## config.mk

```make
export PLATFORM = sky130hd
export DESIGN_NAME = json_string_escaper_utf8_check
export DESIGN_NICKNAME = d
export VERILOG_FILES = /design/src/rtl/core/jseu_pkg.sv /design/src/rtl/core/jseu_front.sv /design/src/rtl/core/jseu_queue.sv /design/src/rtl/core/jseu_back.sv /design/src/rtl/core/json_string_escaper_utf8_check.sv
export VERILOG_INCLUDE_DIRS = /design/src /design/src/rtl/core
export SDC_FILE = /design/constraint.sdc
export NUM_CORES = 1
export LEC_CHECK = 0
export BUFFER_PORTS_ARGS = -buffer_cell sky130_fd_sc_hd__clkbuf_2
export CAP_MARGIN = 20
export CORE_UTILIZATION = 56
export DETAILED_ROUTE_END_ITERATION = 7
export PLACE_DENSITY = 0.75
export SETUP_SLACK_MARGIN = 0.05
export SKIP_CTS_REPAIR_TIMING = 1
export SLEW_MARGIN = 20
export SYNTH_ARGS = -nofsm -noshare
export SYNTH_HDL_FRONTEND = slang
export SYNTH_HIERARCHICAL = 1
export SYNTH_SLANG_ARGS = --single-unit
```

## constraint.sdc

```tcl
create_clock -name aclk -period 7 [get_ports aclk]
set_clock_uncertainty 0.15 [all_clocks]
set_input_delay 1.05 -clock aclk [delete_from_list [all_inputs] [get_ports aclk]]
set_output_delay 1.05 -clock aclk [all_outputs]
set_load 0.1 [all_outputs]
```

## src/rtl/core/assert_macros.svh

```systemverilog
// Assertion helpers: clocked on aclk, idle while aresetn is low.
`ifndef ASSERT_MACROS_SVH
`define ASSERT_MACROS_SVH

// Same-cycle implication.
`define ASSERT_IMP(label, ante, cons) \
    label: assert property (@(posedge aclk) disable iff (!aresetn) (ante) |-> (cons)) \
        else $error("assertion failed");

// Next-cycle implication.
`define ASSERT_NXT(label, ante, cons) \
    label: assert property (@(posedge aclk) disable iff (!aresetn) (ante) |=> (cons)) \
        else $error("assertion failed");

`endif

```

## src/rtl/core/jseu_pkg.sv

```systemverilog
package jseu_pkg;

    localparam int QUEUE_DEPTH = 2;

    localparam logic [7:0] CTRL_LIMIT = 8'h20;
    localparam logic [7:0] CH_QUOTE   = 8'h22;
    localparam logic [7:0] CH_BSLASH  = 8'h5C;
    localparam logic [7:0] CH_LOWER_U = 8'h75;
    localparam logic [7:0] CH_ZERO    = 8'h30;
    localparam logic [7:0] CH_LOWER_A = 8'h61;

    localparam logic [3:0] ST_ACCEPT = 4'd0;
    localparam logic [3:0] ST_REJECT = 4'd1;
    localparam logic [3:0] ST_LAST   = 4'd8;

    typedef enum logic [2:0] {
        CMD_NONE,
        CMD_PLAIN,
        CMD_ESC,
        CMD_CTRL,
        CMD_FLUSH,
        CMD_BAD,
        CMD_TERM
    } cmd_kind_t;

    // One request from the front end to the back end.
    typedef struct packed {
        cmd_kind_t        kind;
        logic             open_quote;
        logic             bad;
        logic [7:0]       data;
        logic [1:0]       held_count;
        logic [2:0][7:0]  held;
    } cmd_t;

    localparam logic [3:0] NEXT_STATE [9][12] = '{
        '{4'd0, 4'd1, 4'd2, 4'd3, 4'd5, 4'd8, 4'd7, 4'd1, 4'd1, 4'd1, 4'd4, 4'd6},
        '{4'd1, 4'd1, 4'd1, 4'd1, 4'd1, 4'd1, 4'd1, 4'd1, 4'd1, 4'd1, 4'd1, 4'd1},
        '{4'd1, 4'd0, 4'd1, 4'd1, 4'd1, 4'd1, 4'd1, 4'd0, 4'd1, 4'd0, 4'd1, 4'd1},
        '{4'd1, 4'd2, 4'd1, 4'd1, 4'd1, 4'd1, 4'd1, 4'd2, 4'd1, 4'd2, 4'd1, 4'd1},
        '{4'd1, 4'd1, 4'd1, 4'd1, 4'd1, 4'd1, 4'd1, 4'd2, 4'd1, 4'd1, 4'd1, 4'd1},
        '{4'd1, 4'd2, 4'd1, 4'd1, 4'd1, 4'd1, 4'd1, 4'd1, 4'd1, 4'd2, 4'd1, 4'd1},
        '{4'd1, 4'd1, 4'd1, 4'd1, 4'd1, 4'd1, 4'd1, 4'd3, 4'd1, 4'd3, 4'd1, 4'd1},
        '{4'd1, 4'd3, 4'd1, 4'd1, 4'd1, 4'd1, 4'd1, 4'd3, 4'd1, 4'd3, 4'd1, 4'd1},
        '{4'd1, 4'd3, 4'd1, 4'd1, 4'd1, 4'd1, 4'd1, 4'd1, 4'd1, 4'd1, 4'd1, 4'd1}
    };

    function automatic logic [3:0] byte_class(input logic [7:0] b);
        logic [3:0] cls;
        if (b < 8'h80)       cls = 4'd0;
        else if (b < 8'h90)  cls = 4'd1;
        else if (b < 8'hA0)  cls = 4'd9;
        else if (b < 8'hC0)  cls = 4'd7;
        else if (b < 8'hC2)  cls = 4'd8;
        else if (b < 8'hE0)  cls = 4'd2;
        else if (b == 8'hE0) cls = 4'd10;
        else if (b == 8'hED) cls = 4'd4;
        else if (b < 8'hF0)  cls = 4'd3;
        else if (b == 8'hF0) cls = 4'd11;
        else if (b < 8'hF4)  cls = 4'd6;
        else if (b == 8'hF4) cls = 4'd5;
        else                 cls = 4'd8;
        return cls;
    endfunction

    function automatic logic [3:0] dfa_next(input logic [3:0] st, input logic [3:0] cls);
        logic [3:0] s;
        s = (st > ST_LAST) ? ST_REJECT : st;
        return NEXT_STATE[s][cls];
    endfunction

endpackage

```

## src/rtl/core/jseu_front.sv

```systemverilog
`include "assert_macros.svh"

module jseu_front (
    input  logic          aclk,
    input  logic          aresetn,
    input  logic          s_valid,
    input  logic          s_ready,
    input  logic [7:0]    s_in_byte,
    output logic          push,
    output jseu_pkg::cmd_t cmd
);
    import jseu_pkg::*;

    logic             string_open_reg, string_open_next;
    logic [3:0]       utf8_state_reg, utf8_state_next;
    logic [1:0]       held_count_reg, held_count_next;
    logic [2:0][7:0]  held_reg, held_next;
    logic [3:0]       cls;
    logic [3:0]       ns;
    logic             accept;

    assign accept = s_valid && s_ready;

    always_comb begin
        cls = byte_class(s_in_byte);
        ns  = dfa_next(utf8_state_reg, cls);

        string_open_next = string_open_reg;
        utf8_state_next  = utf8_state_reg;
        held_count_next  = held_count_reg;
        held_next        = held_reg;

        cmd            = '0;
        cmd.kind       = CMD_NONE;
        cmd.open_quote = !string_open_reg;
        cmd.data       = s_in_byte;
        cmd.held_count = held_count_reg;
        cmd.held       = held_reg;

        if (s_in_byte == 8'h00) begin
            cmd.kind        = CMD_TERM;
            cmd.bad         = (utf8_state_reg != ST_ACCEPT);
            utf8_state_next = ST_ACCEPT;
            held_count_next = 2'd0;
        end else if (utf8_state_reg != ST_ACCEPT || s_in_byte[7]) begin
            if (ns == ST_ACCEPT) begin
                cmd.kind        = CMD_FLUSH;
                held_count_next = 2'd0;
                utf8_state_next = ST_ACCEPT;
            end else if (ns == ST_REJECT) begin
                cmd.kind        = CMD_BAD;
                held_count_next = 2'd0;
                utf8_state_next = ST_ACCEPT;
            end else begin
                // hold the byte until the sequence completes
                if (held_count_reg != 2'd3) begin
                    held_next[held_count_reg] = s_in_byte;
                    held_count_next = held_count_reg + 2'd1;
                end
                utf8_state_next = ns;
            end
        end else if (s_in_byte == CH_QUOTE || s_in_byte == CH_BSLASH) begin
            cmd.kind = CMD_ESC;
        end else if (s_in_byte < CTRL_LIMIT) begin
            cmd.kind = CMD_CTRL;
        end else begin
            cmd.kind = CMD_PLAIN;
        end

        string_open_next = (s_in_byte != 8'h00);
    end

    assign push = accept && (cmd.kind != CMD_NONE || cmd.open_quote);

    always_ff @(posedge aclk) begin
        if (!aresetn) begin
            string_open_reg <= 1'b0;
            utf8_state_reg  <= ST_ACCEPT;
            held_count_reg  <= 2'd0;
        end else if (accept) begin
            string_open_reg <= string_open_next;
            utf8_state_reg  <= utf8_state_next;
            held_count_reg  <= held_count_next;
        end
    end

    always_ff @(posedge aclk) begin
        if (accept) begin
            held_reg <= held_next;
        end
    end

    `ASSERT_IMP(a_held_in_seq, held_count_reg != 2'd0, utf8_state_reg != ST_ACCEPT)
    `ASSERT_IMP(a_state_range, 1'b1, utf8_state_reg <= ST_LAST)

endmodule

```

## src/rtl/core/jseu_queue.sv

```systemverilog
`include "assert_macros.svh"

module jseu_queue #(
    parameter int DEPTH = jseu_pkg::QUEUE_DEPTH
) (
    input  logic           aclk,
    input  logic           aresetn,
    input  logic           push,
    input  jseu_pkg::cmd_t push_cmd,
    output logic           not_full,
    output logic           q_valid,
    output jseu_pkg::cmd_t q_cmd,
    input  logic           pop
);
    import jseu_pkg::*;

    localparam int PW = (DEPTH > 1) ? $clog2(DEPTH) : 1;
    localparam int CW = $clog2(DEPTH + 1);
    localparam logic [PW-1:0] PTR_LAST = PW'(DEPTH - 1);
    localparam logic [CW-1:0] CNT_FULL = CW'(DEPTH);

    cmd_t           mem_reg [DEPTH];
    logic [PW-1:0]  wr_ptr_reg, rd_ptr_reg;
    logic [CW-1:0]  count_reg, count_next;

    assign not_full = (count_reg != CNT_FULL);
    assign q_valid  = (count_reg != '0);
    assign q_cmd    = mem_reg[rd_ptr_reg];

    always_comb begin
        count_next = count_reg;
        if (push && !pop) begin
            count_next = count_reg + CW'(1);
        end else if (pop && !push) begin
            count_next = count_reg - CW'(1);
        end
    end

    always_ff @(posedge aclk) begin
        if (!aresetn) begin
            wr_ptr_reg <= '0;
            rd_ptr_reg <= '0;
            count_reg  <= '0;
        end else begin
            if (push) begin
                wr_ptr_reg <= (wr_ptr_reg == PTR_LAST) ? '0 : wr_ptr_reg + PW'(1);
            end
            if (pop) begin
                rd_ptr_reg <= (rd_ptr_reg == PTR_LAST) ? '0 : rd_ptr_reg + PW'(1);
            end
            count_reg <= count_next;
        end
    end

    always_ff @(posedge aclk) begin
        if (push) begin
            mem_reg[wr_ptr_reg] <= push_cmd;
        end
    end

    `ASSERT_IMP(a_no_overflow, push, count_reg != CNT_FULL)
    `ASSERT_NXT(a_pop_drains, pop && !push, count_reg == $past(count_reg) - CW'(1))

endmodule

```

## src/rtl/core/jseu_back.sv

```systemverilog
`include "assert_macros.svh"

module jseu_back (
    input  logic           aclk,
    input  logic           aresetn,
    input  logic           q_valid,
    input  jseu_pkg::cmd_t q_cmd,
    output logic           pop,
    output logic           m_valid,
    input  logic           m_ready,
    output logic [7:0]     m_out_byte,
    output logic           m_has_byte,
    output logic           m_bad_sequence,
    output logic           m_string_done,
    output logic           m_last_of_run
);
    import jseu_pkg::*;

    logic [2:0]  idx_reg, idx_next;
    logic        m_valid_reg;
    logic [7:0]  out_byte_reg;
    logic        has_reg, bad_reg, done_reg, last_reg;

    logic        load;
    logic        short_ctrl;
    logic [2:0]  body_len;
    logic [2:0]  total;
    logic [2:0]  k;
    logic        is_last;
    logic [7:0]  r_byte;
    logic        r_has, r_bad, r_done;
    logic [7:0]  ctrl_letter;

    function automatic logic [7:0] hex_digit(input logic [3:0] n);
        return (n < 4'd10) ? CH_ZERO + {4'd0, n} : CH_LOWER_A + {4'd0, n} - 8'd10;
    endfunction

    assign load = q_valid && (!m_valid_reg || m_ready);

    always_comb begin
        short_ctrl  = 1'b1;
        ctrl_letter = CH_LOWER_U;
        case (q_cmd.data)
            8'd8:    ctrl_letter = 8'h62;
            8'd9:    ctrl_letter = 8'h74;
            8'd10:   ctrl_letter = 8'h6E;
            8'd12:   ctrl_letter = 8'h66;
            8'd13:   ctrl_letter = 8'h72;
            default: short_ctrl  = 1'b0;
        endcase

        case (q_cmd.kind)
            CMD_PLAIN: body_len = 3'd1;
            CMD_ESC:   body_len = 3'd2;
            CMD_CTRL:  body_len = short_ctrl ? 3'd2 : 3'd6;
            CMD_FLUSH: body_len = {1'b0, q_cmd.held_count} + 3'd1;
            CMD_BAD:   body_len = 3'd1;
            CMD_TERM:  body_len = q_cmd.bad ? 3'd2 : 3'd1;
            default:   body_len = 3'd0;
        endcase

        total   = body_len + {2'd0, q_cmd.open_quote};
        is_last = (idx_reg == total - 3'd1);
        k       = idx_reg - {2'd0, q_cmd.open_quote};

        r_byte = 8'h00;
        r_has  = 1'b1;
        r_bad  = 1'b0;
        r_done = 1'b0;
        if (q_cmd.open_quote && idx_reg == 3'd0) begin
            r_byte = CH_QUOTE;
        end else begin
            case (q_cmd.kind)
                CMD_PLAIN: r_byte = q_cmd.data;
                CMD_ESC:   r_byte = (k == 3'd0) ? CH_BSLASH : q_cmd.data;
                CMD_CTRL: begin
                    case (k)
                        3'd0:    r_byte = CH_BSLASH;
                        3'd1:    r_byte = ctrl_letter;
                        3'd2:    r_byte = CH_ZERO;
                        3'd3:    r_byte = CH_ZERO;
                        3'd4:    r_byte = hex_digit(q_cmd.data[7:4]);
                        default: r_byte = hex_digit(q_cmd.data[3:0]);
                    endcase
                end
                CMD_FLUSH: begin
                    // replay the held lead bytes, then the closing byte
                    if (k < {1'b0, q_cmd.held_count}) begin
                        r_byte = q_cmd.held[k[1:0]];
                    end else begin
                        r_byte = q_cmd.data;
                    end
                end
                CMD_BAD: begin
                    r_has = 1'b0;
                    r_bad = 1'b1;
                end
                CMD_TERM: begin
                    if (q_cmd.bad && k == 3'd0) begin
                        r_has = 1'b0;
                        r_bad = 1'b1;
                    end else begin
                        r_byte = CH_QUOTE;
                        r_done = 1'b1;
                    end
                end
                default: r_has = 1'b0;
            endcase
        end

        idx_next = idx_reg;
        if (load) begin
            idx_next = is_last ? 3'd0 : idx_reg + 3'd1;
        end
    end

    assign pop = load && is_last;

    always_ff @(posedge aclk) begin
        if (!aresetn) begin
            idx_reg     <= 3'd0;
            m_valid_reg <= 1'b0;
        end else begin
            idx_reg <= idx_next;
            if (load) begin
                m_valid_reg <= 1'b1;
            end else if (m_ready) begin
                m_valid_reg <= 1'b0;
            end
        end
    end

    always_ff @(posedge aclk) begin
        if (load) begin
            out_byte_reg <= r_byte;
            has_reg      <= r_has;
            bad_reg      <= r_bad;
            done_reg     <= r_done;
            last_reg     <= is_last;
        end
    end

    assign m_valid        = m_valid_reg;
    assign m_out_byte     = out_byte_reg;
    assign m_has_byte     = has_reg;
    assign m_bad_sequence = bad_reg;
    assign m_string_done  = done_reg;
    assign m_last_of_run  = last_reg;

    `ASSERT_IMP(a_idx_in_range, q_valid, idx_reg < total)

endmodule

```

## src/rtl/core/json_string_escaper_utf8_check.sv

```systemverilog
// Channel   Direction  Handshake          Payload
// s_        in         s_valid/s_ready    s_in_byte
// m_        out        m_valid/m_ready    m_out_byte m_has_byte m_bad_sequence
//                                         m_string_done m_last_of_run
//
// An input byte is taken every cycle while the request queue has room; the
// back-end sequencer issues one result per cycle while m_ready is high, so a
// byte yields 1 to 7 results (7 for an opening quote plus a \u00XX escape), a
// held UTF-8 byte with no quote due yields none. The first result passes
// through a queue entry and the output register before it is offered. aresetn
// (synchronous) clears string, automaton, queue and output valid. m_ready low
// holds the output; once DEPTH requests wait, s_ready drops.
module json_string_escaper_utf8_check #(
    parameter int DEPTH = jseu_pkg::QUEUE_DEPTH
) (
    input  logic       aclk,
    input  logic       aresetn,
    input  logic       s_valid,
    output logic       s_ready,
    input  logic [7:0] s_in_byte,
    output logic       m_valid,
    input  logic       m_ready,
    output logic [7:0] m_out_byte,
    output logic       m_has_byte,
    output logic       m_bad_sequence,
    output logic       m_string_done,
    output logic       m_last_of_run
);
    import jseu_pkg::*;

    logic  push;
    cmd_t  push_cmd;
    logic  q_valid;
    cmd_t  q_cmd;
    logic  pop;

    jseu_front u_front (
        .aclk      (aclk),
        .aresetn   (aresetn),
        .s_valid   (s_valid),
        .s_ready   (s_ready),
        .s_in_byte (s_in_byte),
        .push      (push),
        .cmd       (push_cmd)
    );

    jseu_queue #(
        .DEPTH (DEPTH)
    ) u_queue (
        .aclk     (aclk),
        .aresetn  (aresetn),
        .push     (push),
        .push_cmd (push_cmd),
        .not_full (s_ready),
        .q_valid  (q_valid),
        .q_cmd    (q_cmd),
        .pop      (pop)
    );

    jseu_back u_back (
        .aclk           (aclk),
        .aresetn        (aresetn),
        .q_valid        (q_valid),
        .q_cmd          (q_cmd),
        .pop            (pop),
        .m_valid        (m_valid),
        .m_ready        (m_ready),
        .m_out_byte     (m_out_byte),
        .m_has_byte     (m_has_byte),
        .m_bad_sequence (m_bad_sequence),
        .m_string_done  (m_string_done),
        .m_last_of_run  (m_last_of_run)
    );

endmodule

```

## Word level (Yosys, flattened, before mapping)

Memories as Yosys holds them, arrays and structs flattened. A register that Yosys moved wholly into a read port is not among the register bits.
Index checks and enable logic that the tools add are counted.

- Magnitude comparators: 18
- Reduce and logical (&&, ||, !) cells: 37
- Mux-type cells: 66
- Equality and inequality tests: 25
- $add $sub $neg: 16
- Bitwise gates (word level): 6

Operators by type and width:

| cell | number |
|---|---|
| $mux 48 | 2 |
| $mux 4 | 19 |
| $lt 8x8->1 const B | 8 |
| $mux 8 | 6 |
| $eq 8x4->1 const B | 5 |
| $pmux 8 s5 | 1 |
| $eq 8x8->1 const B | 4 |
| $pmux 8 s4 | 1 |
| $pmux 5 s5 | 1 |
| $bwmux 24 | 1 |
| $mux 3 | 7 |
| $mux 2 | 9 |
| $add 7x4->8 const A | 2 |
| $bmux 4 s4 | 1 |
| $bmux 8 s2 | 1 |
| $demux 8 s2 | 1 |
| $sub 8x4->8 const B | 2 |
| $pmux 3 s5 | 1 |
| $add 6x4->7 const A | 2 |
| $eq 3x2->1 const B | 4 |
| $eq 3x3->1 const B | 4 |
| $mux 1 | 12 |
| $ge 5x5->1 const B | 2 |
| $not 4->5 | 2 |
| other kinds (39) | 70 |

- Bits in registers: 51
- Memory bits (read-only): 768
- Output and inout bits: 14
- Word-level logic and storage cells: 186
- Bits in writable memories: 78
- Memories kept: 2

Memory list:

| memory | depth | bits a word | read ports | clocked after memory_dff | write ports | RTL line | source |
|---|---|---|---|---|---|---|---|
| (name not given) | 16 | 48 | 1 | 0 | 0 | jseu_pkg.sv:69 | `return NEXT_STATE[s][cls];` |
| u_queue.mem_reg | 2 | 39 | 1 | 1 | 1 | jseu_queue.sv:22 | `cmd_t mem_reg [DEPTH];` |

## Logic depth before layout (Yosys ltp)

Gate-level depths: netlist of the first run.

- Depth in word-level cells: 29
- Mapped depth: 17

## Cells and area by module

The synthesis of the first run kept the hierarchy.

By module, submodules not included:

| module | seq. area each (um^2) | cells each | instances | area an instance (um^2) |
|---|---|---|---|---|
| jseu_queue | 2442.3 | 143 | 1 | 3029.2 |
| jseu_front | 860.8 | 201 | 1 | 1974.4 |
| jseu_back | 440.4 | 213 | 1 | 1796.7 |

## Worst setup path before layout of the first run

No wires, ideal clock.

- Kind: input -> register
- From: in s_in_byte[1]
- To: mem u_queue/mem_reg[0][0] in the netlist's numbering (enable)
- Setup slack: 1821 ps
- Cell stages on the path: 9
- Buffers on the path: 1
- Arrival time: 4588 ps
- Path through: buf_6 nor4_2 nand2b_1 a32oi_2 nand3b_1 a31oi_1 o31a_1 a41oi_1 nor2b_1

- Word-level cells in the longest chain between the ends: 27

RTL lines:

| element | RTL line | source |
|---|---|---|
| from (decl) | json_string_escaper_utf8_check.sv:20 | `input logic [7:0] s_in_byte,` |
| branches (longest 21 deep; another with $lt 8x8->1) | n/a |  |
| $mux 3 * | jseu_front.sv:40 | `if (s_in_byte == 8'h00) begin` |
| $reduce_bool 3->1 * | jseu_front.sv:73 | `assign push = accept && (cmd.kind != CMD_NONE \|\| cmd.open_quote);` |
| $logic_or 1x1->1 * | jseu_front.sv:73 |  |
| $logic_and 1x1->1 * | jseu_front.sv:73 |  |
| named net push | json_string_escaper_utf8_check.sv:31 | `logic push;` |
| $mux 1 * | jseu_queue.sv:56 | `if (push) begin` |
| $mux 1 (not written as such) * | jseu_queue.sv:57 | `mem_reg[wr_ptr_reg] <= push_cmd;` |
| to (decl) | jseu_queue.sv:22 |  |

Mark *: on every way through the listed nets, which the timed path passes. The select of a mux whose other input is x is not followed.

==> metrics.md, run 1 <==
| Metric | Value |
|---|---|
| Status | `complete, but fails checks` |
| Failing checks | `design-rule violations` |
| DRC Markers | `1` |
| Synthesized area | `0.00680 mm²` |
| Port buffer count | `25` |
| Netlist cell types | `80` |
| Synthesized instance count | `557` |
| Area Growth Syn to Fin | `10.7%` |
| Power Density | `393 mW/mm²` |
| H-tree levels | `4` |
| Max incr delay on CP | `0.71 ns` |
| Antenna violations before repair | `0` |
| Ys flop type | `edfxtp_1` |
| Register area share after synthesis | `0.551` |
| Pre-CTS WS | `2.44 ns` |
| Crit path max fanout | `26` |
| Detailed Routing Iterations Pass 1 | `8` |
| Cell taking the most area after synthesis | `edfxtp_1` |
| Core box area | `0.0116 mm²` |
| CP Class | `flip-flop to flip-flop` |
| Post-synthesis async set-or-reset flop share | `0` |
| Gr ovfl total | `0` |
| RSZ-0062 raised after global routing | `no` |
| Synth top area share | `0.503` |
| Max-slew headroom | `0.456` |
| Root Buffer | `clkbuf_16` |
| I/O pin cnt | `26` |
| Arr. time, crit path | `4.85 ns` |
| Required time of the critical path | `7.20 ns` |
| # rows | `39` |
| Share of cells above drive strength 1 | `0.148` |
| GPL Wtd Cong | `0.893` |
| Vias/cell | `6.22` |
| Post-DP Area | `0.00692 mm²` |
| P_int | `1.87 mW` |
| Num CTS Buffers | `17` |
| Cell mode on critical path | `ha_1` |
| Most frequent cells in the layout | `114 x edfxtp_1, 42 x nand2_1, 39 x mux2_1` |
| Largest net degree at the start of global routing | `41` |
| FF/Latch Area | `0.00374 mm²` |
| Max reg flops | `78` |
| Most common cell after layout, fill and taps aside | `edfxtp_1` |
| Die W | `112 µm` |
| Min Tclk post-route | `4.65 ns` |
| Total Wirelength | `14.5 mm` |
| Syn Nets | `587` |
| Global-route wire length before repair | `23.7 mm` |
| Clk sinks | `130` |
| Worst-Margin Slew | `0.810 ns` |
| Initial DRC count | `258` |
| Vias | `4513` |
| Total GRT Usage | `0.252` |
| CP startpoint kind | `flip-flop` |
| Clk Latency, worst-skew pair | `0.42 ns` |
| Max clock buf depth | `2` |
| Fillers | `917` |
| DIE AREA | `0.0126 mm²` |
| Initial core utilization | `0.586` |
| Number of diodes | `0` |
| Count of pins over their slew limit | `0` |
| Final setup viols | `0` |
| Synth warn | `6` |
| Area contributors post-synth | `edfxtp_1 50%, mux2_1 6.5%, dfxtp_1 4.7%, ha_1 3.3%, nand2_1 2.3%` |
| Sequential power share | `0.348` |
| Avg Cell Area, Syn | `12.2 µm²` |
| Final setup TNS | `0 ns` |
| Final Cell Area | `0.00753 mm²` |
| ANT nets after route | `0` |
| Multi-input combinational cell area | `0.00276 mm²` |
| Max VDD drop | `166 µV` |
| Hold Vio Cnt, Final | `0` |
| Fin crit share | `0.664` |
| Number of global-route vias before repair | `4619` |
| Sw frac | `0.368` |
| Comb pwr share | `0.342` |
| Net Switching | `1.09 mW` |
| Clock share of power | `0.309` |
| Max-Cap Viols | `0` |
| CP max stage cell | `dfxtp_1` |
| Wirelength per Cell | `19.9 µm` |
| Die height | `112 µm` |
| CP endpoint kind | `flip-flop` |
| Worst path cell trace | `buf_4 > mux2_1 > nor2b_1 > nand2_1 > o22a_1 > ha_1 > ha_1 > xnor2_1 > a211oi_1 > o21a_1 > and3_1 > inv_1 > ha_1 > or3_1 > a21boi_1` |
| Worst Setup Slack, final | `2.35 ns` |
| Leakage power | `2.70 nW` |
| EDFF count, synth | `114` |
| Maximum clock rate | `0.215 GHz` |
| CTS tree | `done` |
| #FFs+latches synth | `130` |
| Worst min path class | `flip-flop to flip-flop` |
| Clk slew on worst S/H paths | `0.06 ns` |
| Dpl hpwl | `9.83 mm` |
| Nets | `600` |
[through the flow]
stage	std cells	hold WS (ns)	util	power, mW
floorplan	557	0.271	-	1.85
finish	726	0.292	0.648	2.96
detailed placement	694	0.280	0.595	2.05
global placement	694	0.271	0.595	2.04
global route	726	0.307	0.648	3.09
CTS	726	0.291	0.648	2.97
[worst paths after layout]
path	from	depth (start not counted)	slack, ns	endpoint
max	flip-flop	15	2.35	u_queue/count_reg[1]
min	u_front/cmd[9]	0	0.29	u_queue/mem_reg[1][9]
max reg2reg	flip-flop	15	2.35	u_queue/count_reg[1]
min reg2reg	u_front/cmd[9]	0	0.29	u_queue/mem_reg[1][9]
[cell type report]
| cell class | instances | share of cell area |
|---|---|---|
| sequential | 130 | 0.497 |
| multi-input combinational | 371 | 0.367 |
| clock buffer | 19 | 0.0575 |
| clock inverter | 13 | 0.0243 |
| tap | 143 | 0.0238 |
| timing repair buffer | 28 | 0.0196 |
| inverter | 22 | 0.0110 |
[power groups by stage]
stage	clock, mW	combinational (mW)	sequential [mW]
2_1_floorplan	0	0.550	1.30
5_1_grt	0.964	1.09	1.04
3_3_place_gp	0	0.999	1.04
4_1_cts	0.932	1.01	1.03
6_report	0.915	1.01	1.03
3_5_place_dp	0	1.01	1.05
[worst max-delay path, delay by kind of cell (launching register included)]
| family | cells | cell delay, ns |
|---|---|---|
| flip-flops | 1 | 0.71 |
| multiplexers | 1 | 0.44 |
| XOR/XNOR | 1 | 0.14 |
| buffers and inverters | 2 | 0.51 |
| AND/OR/NAND/NOR | 4 | 1.04 |
| adder cells (fa/ha/maj) | 3 | 0.79 |
| AO/OA/AOI/OAI | 4 | 0.79 |
[routing by layer]
metal,GRT usage,vias up,part of all wire
met1,0.298,2149,0.41
met3,0.0562,43,0.057
li1,-,2145,-
met2,0.417,176,0.49
met5,0,-,0
met4,0.164,0,0.041
[kinds of logic (layout without fill, tap and decap cells)]
kind of cell	count (synthesis)	count (layout)	synth area share
AO/OA/AOI/OAI	129	129	0.136
XOR/XNOR	11	11	0.0180
adder cells (fa/ha/maj)	18	18	0.0331
flip-flops	130	130	0.551
AND/OR/NAND/NOR	165	165	0.139
multiplexers	48	48	0.0795
buffers and inverters	56	82	0.0443
[cell usage after synthesis (3+ instances only)]
library cell  instances
edfxtp_1            114
nand2_1              42
mux2_1               39
a21oi_1              21
inv_1                21
nor2_1               20
o21ai_0              19
ha_1                 18
dfxtp_1              16
nor2b_1              15
and2_1               13
nand2b_1             11
buf_2                10
buf_4                10
mux2_2                9
nor3_1                8
o21ai_1               8
or3_1                 8
a22o_1                7
nand3_1               7
nand4_1               7
a211oi_1              6
a31oi_1               6
clkbuf_1              6
xnor2_1               6
a22oi_1               5
buf_6                 5
a21boi_0              4
and3_1                4
nand3b_1              4
o2111ai_1             4
o21a_1                4
a211o_1               3
a21boi_1              3
a21o_1                3
a221oi_1              3
clkbuf_2              3
nor3b_2               3
o211ai_1              3
o221ai_1              3
o31ai_1               3
xor2_1                3
(Power assumes the default switching activity.)
==> inputs of run 2 (changes only) <==
==> constraint.sdc (replaced) <==
create_clock -name aclk -period 4.4 [get_ports aclk]
set_clock_uncertainty 0.15 [all_clocks]
set_input_delay 0.66 -clock aclk [delete_from_list [all_inputs] [get_ports aclk]]
set_output_delay 0.66 -clock aclk [all_outputs]
set_load 0.1 [all_outputs]
==> run 2 against run 1 <==
The run still ends with design-rule violations left. Global-route usage down 0.50 points. Design area up 0.22%. Utilization up 0.14 points. Combinational power up 63%. Via count up 0.58%. Worst hold slack better by 0.0017 ns. Non-clock buffer count up 5. Die area unchanged. Clock power up 45%. Critical endpoint unchanged.
==> metrics.md, run 2 (synthesis results as in run 1) <==
| Metric | Value |
|---|---|
| Die W | `112 µm (unchanged)` |
| Dpl hpwl | `9.83 mm (about the same)` |
| Fin crit share | `0.902 (+0.238)` |
| Placed cells | `699 (+0.72%)` |
| Most frequent cells in the layout | `114 x edfxtp_1, 42 x nand2_1, 39 x mux2_1` |
| Leakage power | `2.70 nW (+0.15%)` |
| Die height | `112 µm (unchanged)` |
| # rows | `39 (unchanged)` |
| DIE AREA | `0.0126 mm² (unchanged)` |
| Cell mode on critical path | `ha_1` |
| Worst path bufs/invs | `1 (-1)` |
| Count of pins over their slew limit | `0 (unchanged)` |
| Max incr delay on CP | `0.51 ns (-0.20 ns)` |
| Root Buffer | `clkbuf_16` |
| Clk slew on worst S/H paths | `0.06 ns (about the same)` |
| H-tree levels | `4 (unchanged)` |
| Vias | `4539 (+0.58%)` |
| Total Wirelength | `14.3 mm (-0.74%)` |
| CP startpoint kind | `flip-flop` |
| Wirelength per Cell | `19.6 µm (-1.4%)` |
| Max VDD drop | `278 µV (+68%)` |
| Number of global-route vias before repair | `4459 (-3.5%)` |
| Crit path max fanout | `10 (-62%)` |
| Initial core utilization | `0.586 (unchanged)` |
| R2R depth | `14 (-1)` |
| Port buffer count | `25 (unchanged)` |
| Worst path cell trace | `mux2_1 > nor2b_1 > nand2_1 > o22a_1 > ha_1 > ha_1 > xnor2_1 > a211oi_1 > o21a_1 > and3_1 > inv_1 > ha_1 > or3_1 > a21boi_1` |
| Worst Hold Depth | `0 (unchanged)` |
| Required time of the critical path | `4.59 ns (-2.61 ns)` |
| Max-slew headroom | `0.537 (+0.0811)` |
| Share of cells above drive strength 1 | `0.150 (+0.00215)` |
| Vias/cell | `6.21 (-0.11%)` |
| DRC Markers | `2 (+1)` |
| Largest net degree at the start of global routing | `40 (-2.4%)` |
| Global-route wire length before repair | `23.3 mm (-1.5%)` |
| ANT nets after route | `0 (unchanged)` |
| Failing checks | `design-rule violations` |
| Min Tclk post-route | `3.97 ns (-0.679 ns)` |
| Status | `complete, but fails checks` |
| Max reg flops | `78 (unchanged)` |
| Power Density | `611 mW/mm² (+56%)` |
| Core box area | `0.0116 mm² (unchanged)` |
| Clk Latency, worst-skew pair | `0.41 ns (about the same)` |
| Initial DRC count | `397 (+54%)` |
| Antenna violations before repair | `0 (unchanged)` |
| CTS tree | `done` |
| Crit path depth | `14 (-1)` |
| RSZ-0062 raised after global routing | `no` |
| Nets | `605 (+0.83%)` |
| Worst min path class | `flip-flop to flip-flop` |
| Final setup viols | `0 (unchanged)` |
| Max-Cap Viols | `0 (unchanged)` |
| GPL Wtd Cong | `0.913 (+2.3%)` |
| Gr ovfl total | `0 (unchanged)` |
| Hold Vio Cnt, Final | `0 (unchanged)` |
| Arr. time, crit path | `4.16 ns (-0.69 ns)` |
| Number of diodes | `0 (unchanged)` |
| Final setup TNS | `0 ns (unchanged)` |
| Final total power | `4.61 mW (+56%)` |
| Worst-Margin Slew | `0.693 ns (-0.117 ns)` |
| Clk sinks | `130 (unchanged)` |
| Maximum clock rate | `0.252 GHz (+17%)` |
| CP endpoint kind | `flip-flop` |
| Final std cells w/o fill | `731 (+0.69%)` |
| Total GRT Usage | `0.247 (-0.00500)` |
| Detailed Routing Iterations Pass 1 | `8 (unchanged)` |
| Max clock buf depth | `2 (unchanged)` |
| I/O pin cnt | `26 (unchanged)` |
| CP Class | `flip-flop to flip-flop` |
| Delay-heaviest family, CP | `simple AND/OR/NAND/NOR gates` |
| Most common cell after layout, fill and taps aside | `edfxtp_1` |
| CP max stage cell | `dfxtp_1` |
| Num CTS Buffers | `17 (unchanged)` |
| Area Growth Syn to Fin | `11.0%` |
[run 2: cell types whose count changed in the layout (fill, tap and decap cells not counted)]
cell and change:
clkinv_1 +3, buf_4 +3, buf_12 +2, clkinv_2 -3, clkinv_4 +2, bufinv_16 -2
[run 2: metal layers]
metal | vias up | track usage | routed length (µm)
met5 | - | 0 | 0
met4 | 0 | 0.124 | 425
met3 | 32 | 0.0594 | 684
met2 | 164 | 0.400 | 7110
met1 | 2192 | 0.312 | 6120
li1 | 2151 | - | -
[run 2: layout make-up]
class | count | area [µm²]
Clock buffer | 19 | 433
Clock inverter | 13 | 136
Fill cell | 894 | 4070
Inverter | 22 | 82.6
Multi-Input combinational cell | 371 | 2760
Sequential cell | 130 | 3740
Tap cell | 143 | 179
Timing Repair Buffer | 33 | 210
[run 2: worst paths after layout]
kind | start | end | slack (ns)
worst min register to register | u_front/cmd[12] | u_queue/mem_reg[1][12] | 0.29
worst min-delay path | u_front/cmd[12] | u_queue/mem_reg[1][12] | 0.29
worst max-delay path | flip-flop | u_queue/count_reg[1] | 0.43
worst max register to register | flip-flop | u_queue/count_reg[1] | 0.43
[run 2: report_power, final]
part / internal (mW) / leakage, nW / switching [mW]
Combinational: 0.477 / 1.23 / 1.17
Sequential: 1.57 / 1.19 / 0.0646
Clock: 0.832 / 0.274 / 0.500
Total: 2.88 / 2.70 / 1.74
[run 2: metrics by stage]
stage | hold slack (ns) | setup slack, ns | util | cell area (µm²)
3_3_place_gp | 0.272 | 0.486 | 0.601 | 6980
2_1_floorplan | 0.271 | 0.352 | - | 6800
5_1_grt | 0.306 | 0.156 | 0.650 | 7550
4_1_cts | 0.291 | 0.456 | 0.650 | 7550
6_report | 0.293 | 0.430 | 0.650 | 7550
3_5_place_dp | 0.283 | 0.440 | 0.601 | 6980
==> inputs of run 3 (changes only) <==
--- a/config.mk
+++ b/config.mk
@@ -8,9 +8,9 @@
 export LEC_CHECK = 0
 export BUFFER_PORTS_ARGS = -buffer_cell sky130_fd_sc_hd__clkbuf_2
 export CAP_MARGIN = 20
-export CORE_UTILIZATION = 56
+export CORE_UTILIZATION = 35
 export DETAILED_ROUTE_END_ITERATION = 7
-export PLACE_DENSITY = 0.75
+export PLACE_DENSITY = 0.52
 export SETUP_SLACK_MARGIN = 0.05
 export SKIP_CTS_REPAIR_TIMING = 1
 export SLEW_MARGIN = 20
==> run 3 against run 2 <==
Non-clock buffer count rose by 2. Largest power group unchanged. The flow now finishes without violations. Die area is 59% higher. Flip-flop and latch count did not move. First-iteration DRC count decreased by 20%. Clock-buffer cell count decreased by 1. Register-to-register slack improved by 0.05 ns. Utilization shrank 24 points. Wire length increased by 4.6%. Highest routed layer unchanged. Combinational power hardly changed. Worst setup slack better by 0.049 ns. Critical path depth down 1.
==> metrics.md, run 3 (synthesis results as in run 1) <==
| Metric | Value |
|---|---|
| Multi-input combinational cell area | `0.00276 mm² (unchanged)` |
| Total Wirelength | `15.0 mm (+4.6%)` |
| Final setup TNS | `0 ns (unchanged)` |
| CTS tree | `done` |
| Setup slack, reg-to-reg | `0.48 ns (+0.05 ns)` |
| Die W | `141 µm (+26%)` |
| Fillers | `1789 (+100%)` |
| Gr ovfl total | `0 (unchanged)` |
| CP startpoint kind | `flip-flop` |
| Max incr delay on CP | `0.48 ns (-0.03 ns)` |
| Initial DRC count | `317 (-20%)` |
| Share of cells above drive strength 1 | `0.156 (+0.00627)` |
| Vias/cell | `5.29 (-15%)` |
| Vias | `4497 (-0.93%)` |
| Required time of the critical path | `4.59 ns (about the same)` |
| Number of diodes | `0 (unchanged)` |
| Initial core utilization | `0.360 (-0.226)` |
| DRC Markers | `0 (-2)` |
| Antenna violations before repair | `0 (unchanged)` |
| Max VDD drop | `260 µV (-6.5%)` |
| Placed cells | `818 (+17%)` |
| WHS Endpoint | `u_queue/mem_reg[0][23]` |
| FF/Latch Area | `0.00374 mm² (unchanged)` |
| # rows | `50 (+28%)` |
| Number of global-route vias before repair | `4387 (-1.6%)` |
| Clk slew on worst S/H paths | `0.06 ns (about the same)` |
| R2R depth | `13 (-1)` |
| Worst-Margin Slew | `0.703 ns (+0.0102 ns)` |
| CP Class | `flip-flop to flip-flop` |
| Num CTS Buffers | `17 (unchanged)` |
| Worst path cell trace | `buf_12 > mux2_1 > nor3b_1 > a21oi_1 > ha_1 > xnor2_1 > a211oi_1 > o21a_1 > and3_1 > inv_1 > ha_1 > or3_1 > a21boi_1` |
| Max clock buf depth | `2 (unchanged)` |
| CP endpoint kind | `flip-flop` |
| Max reg flops | `78 (unchanged)` |
| Area Growth Syn to Fin | `14.6%` |
| Delay-heaviest family, CP | `simple AND/OR/NAND/NOR gates` |
| Total GRT Usage | `0.160 (-0.0871)` |
| Largest net degree at the start of global routing | `40 (unchanged)` |
| Global-route wire length before repair | `23.9 mm (+2.4%)` |
| Most frequent cells in the layout | `114 x edfxtp_1, 42 x nand2_1, 39 x mux2_1` |
| Die height | `141 µm (+26%)` |
| Dpl hpwl | `10.4 mm (+6.0%)` |
| Max-Cap Viols | `0 (unchanged)` |
| Leakage power | `2.74 nW (+1.6%)` |
| Power Density | `619 mW/mm² (+1.3%)` |
| I/O pin cnt | `26 (unchanged)` |
| GPL Wtd Cong | `0.843 (-7.7%)` |
| Count of pins over their slew limit | `0 (unchanged)` |
| Hold Startpoint | `u_front/cmd[23]` |
| Final setup viols | `0 (unchanged)` |
| RSZ-0062 raised after global routing | `no` |
| Core box area | `0.0189 mm² (+63%)` |
| Min Tclk post-route | `3.92 ns (-0.0491 ns)` |
| DIE AREA | `0.0200 mm² (+59%)` |
| Port buffer count | `25 (unchanged)` |
| ANT nets after route | `0 (unchanged)` |
| Cell mode on critical path | `ha_1` |
| Root Buffer | `clkbuf_16` |
| Maximum clock rate | `0.255 GHz (+1.3%)` |
| Clk sinks | `130 (unchanged)` |
| Final std cells w/o fill | `850 (+16%)` |
| Status | `complete, no violations` |
| Worst path bufs/invs | `2 (+1)` |
| H-tree levels | `4 (unchanged)` |
| Worst Hold Depth | `0 (unchanged)` |
| FF-to-FF End | `u_queue/count_reg[1]` |
| Hold Vio Cnt, Final | `0 (unchanged)` |
| Max-slew headroom | `0.528 (-0.00942)` |
| Most common cell after layout, fill and taps aside | `edfxtp_1` |
| WHS | `0.297 ns (+0.00343 ns)` |
| Nets | `607 (+0.33%)` |
| Crit path max fanout | `35 (+25)` |
| Wirelength per Cell | `17.7 µm (-10%)` |
| CP max stage cell | `nor3b_1` |
| Detailed Routing Iterations Pass 1 | `4 (-4)` |
| Fin crit share | `0.891 (-0.0111)` |
| Worst min path class | `flip-flop to flip-flop` |
| Arr. time, crit path | `4.11 ns (-0.05 ns)` |
| Clk Latency, worst-skew pair | `0.41 ns (about the same)` |
## run 3: metrics by stage
step | area, µm² | worst slack, ns | util | power, mW
finish | 7790 | 0.479 | 0.413 | 4.82
global route | 7790 | 0.207 | 0.413 | 5.05
CTS | 7790 | 0.468 | 0.413 | 4.86
detailed placement | 7150 | 0.338 | 0.379 | 3.34
global placement | 7150 | 0.425 | 0.379 | 3.33
floorplan | 6800 | 0.352 | - | 2.94
## run 3: worst max-delay path by stage
stage / to / cells after the start / startpoint / slack, ns
6_report: u_queue/count_reg[1] / 13 / flip-flop / 0.48
5_1_grt: u_queue/count_reg[1] / 13 / flip-flop / 0.21
4_1_cts: u_queue/count_reg[1] / 13 / flip-flop / 0.47
3_5_place_dp: u_queue/count_reg[1] / 11 / s_in_byte[4] / 0.34
3_3_place_gp: u_queue/count_reg[1] / 11 / s_in_byte[1] / 0.42
2_1_floorplan: u_queue/mem_reg[0][0] / 9 / s_in_byte[1] / 0.35
## run 3: per-layer routing
layer | global-route usage | share of wire | up-vias | wire, µm
li1 | - | - | 2153 | -
met5 | 0 | 0 | - | 0
met3 | 0.0344 | 0.036 | 16 | 536
met2 | 0.276 | 0.50 | 99 | 7500
met1 | 0.196 | 0.45 | 2229 | 6770
met4 | 0.0594 | 0.013 | 0 | 199
## run 3: worst reg2reg max path, delay by kind of cell, from the launching register on
family                   cells  cell delay [ns]
AO/OA/AOI/OAI                4             0.76
buffers and inverters        2             0.33
adder cells (fa/ha/maj)      2             0.64
multiplexers                 1             0.31
AND/OR/NAND/NOR              3             1.06
flip-flops                   1             0.47
XOR/XNOR                     1             0.13
## run 3: area by class of cell
| class | instances | share of cell area |
|---|---|---|
| Clock buffer | 18 | 0.0551 |
| Tap cell | 260 | 0.0417 |
| Clock inverter | 14 | 0.0273 |
| Multi-Input combinational cell | 371 | 0.354 |
| Timing Repair Buffer | 35 | 0.0305 |
| Sequential cell | 130 | 0.480 |
| Inverter | 22 | 0.0106 |
## run 3: report_power, final
part	switching, mW	internal, mW	leakage, nW
combinational	1.19	0.495	1.25
clock	0.511	1.00	0.305
sequential	0.0627	1.57	1.19
total	1.76	3.06	2.74
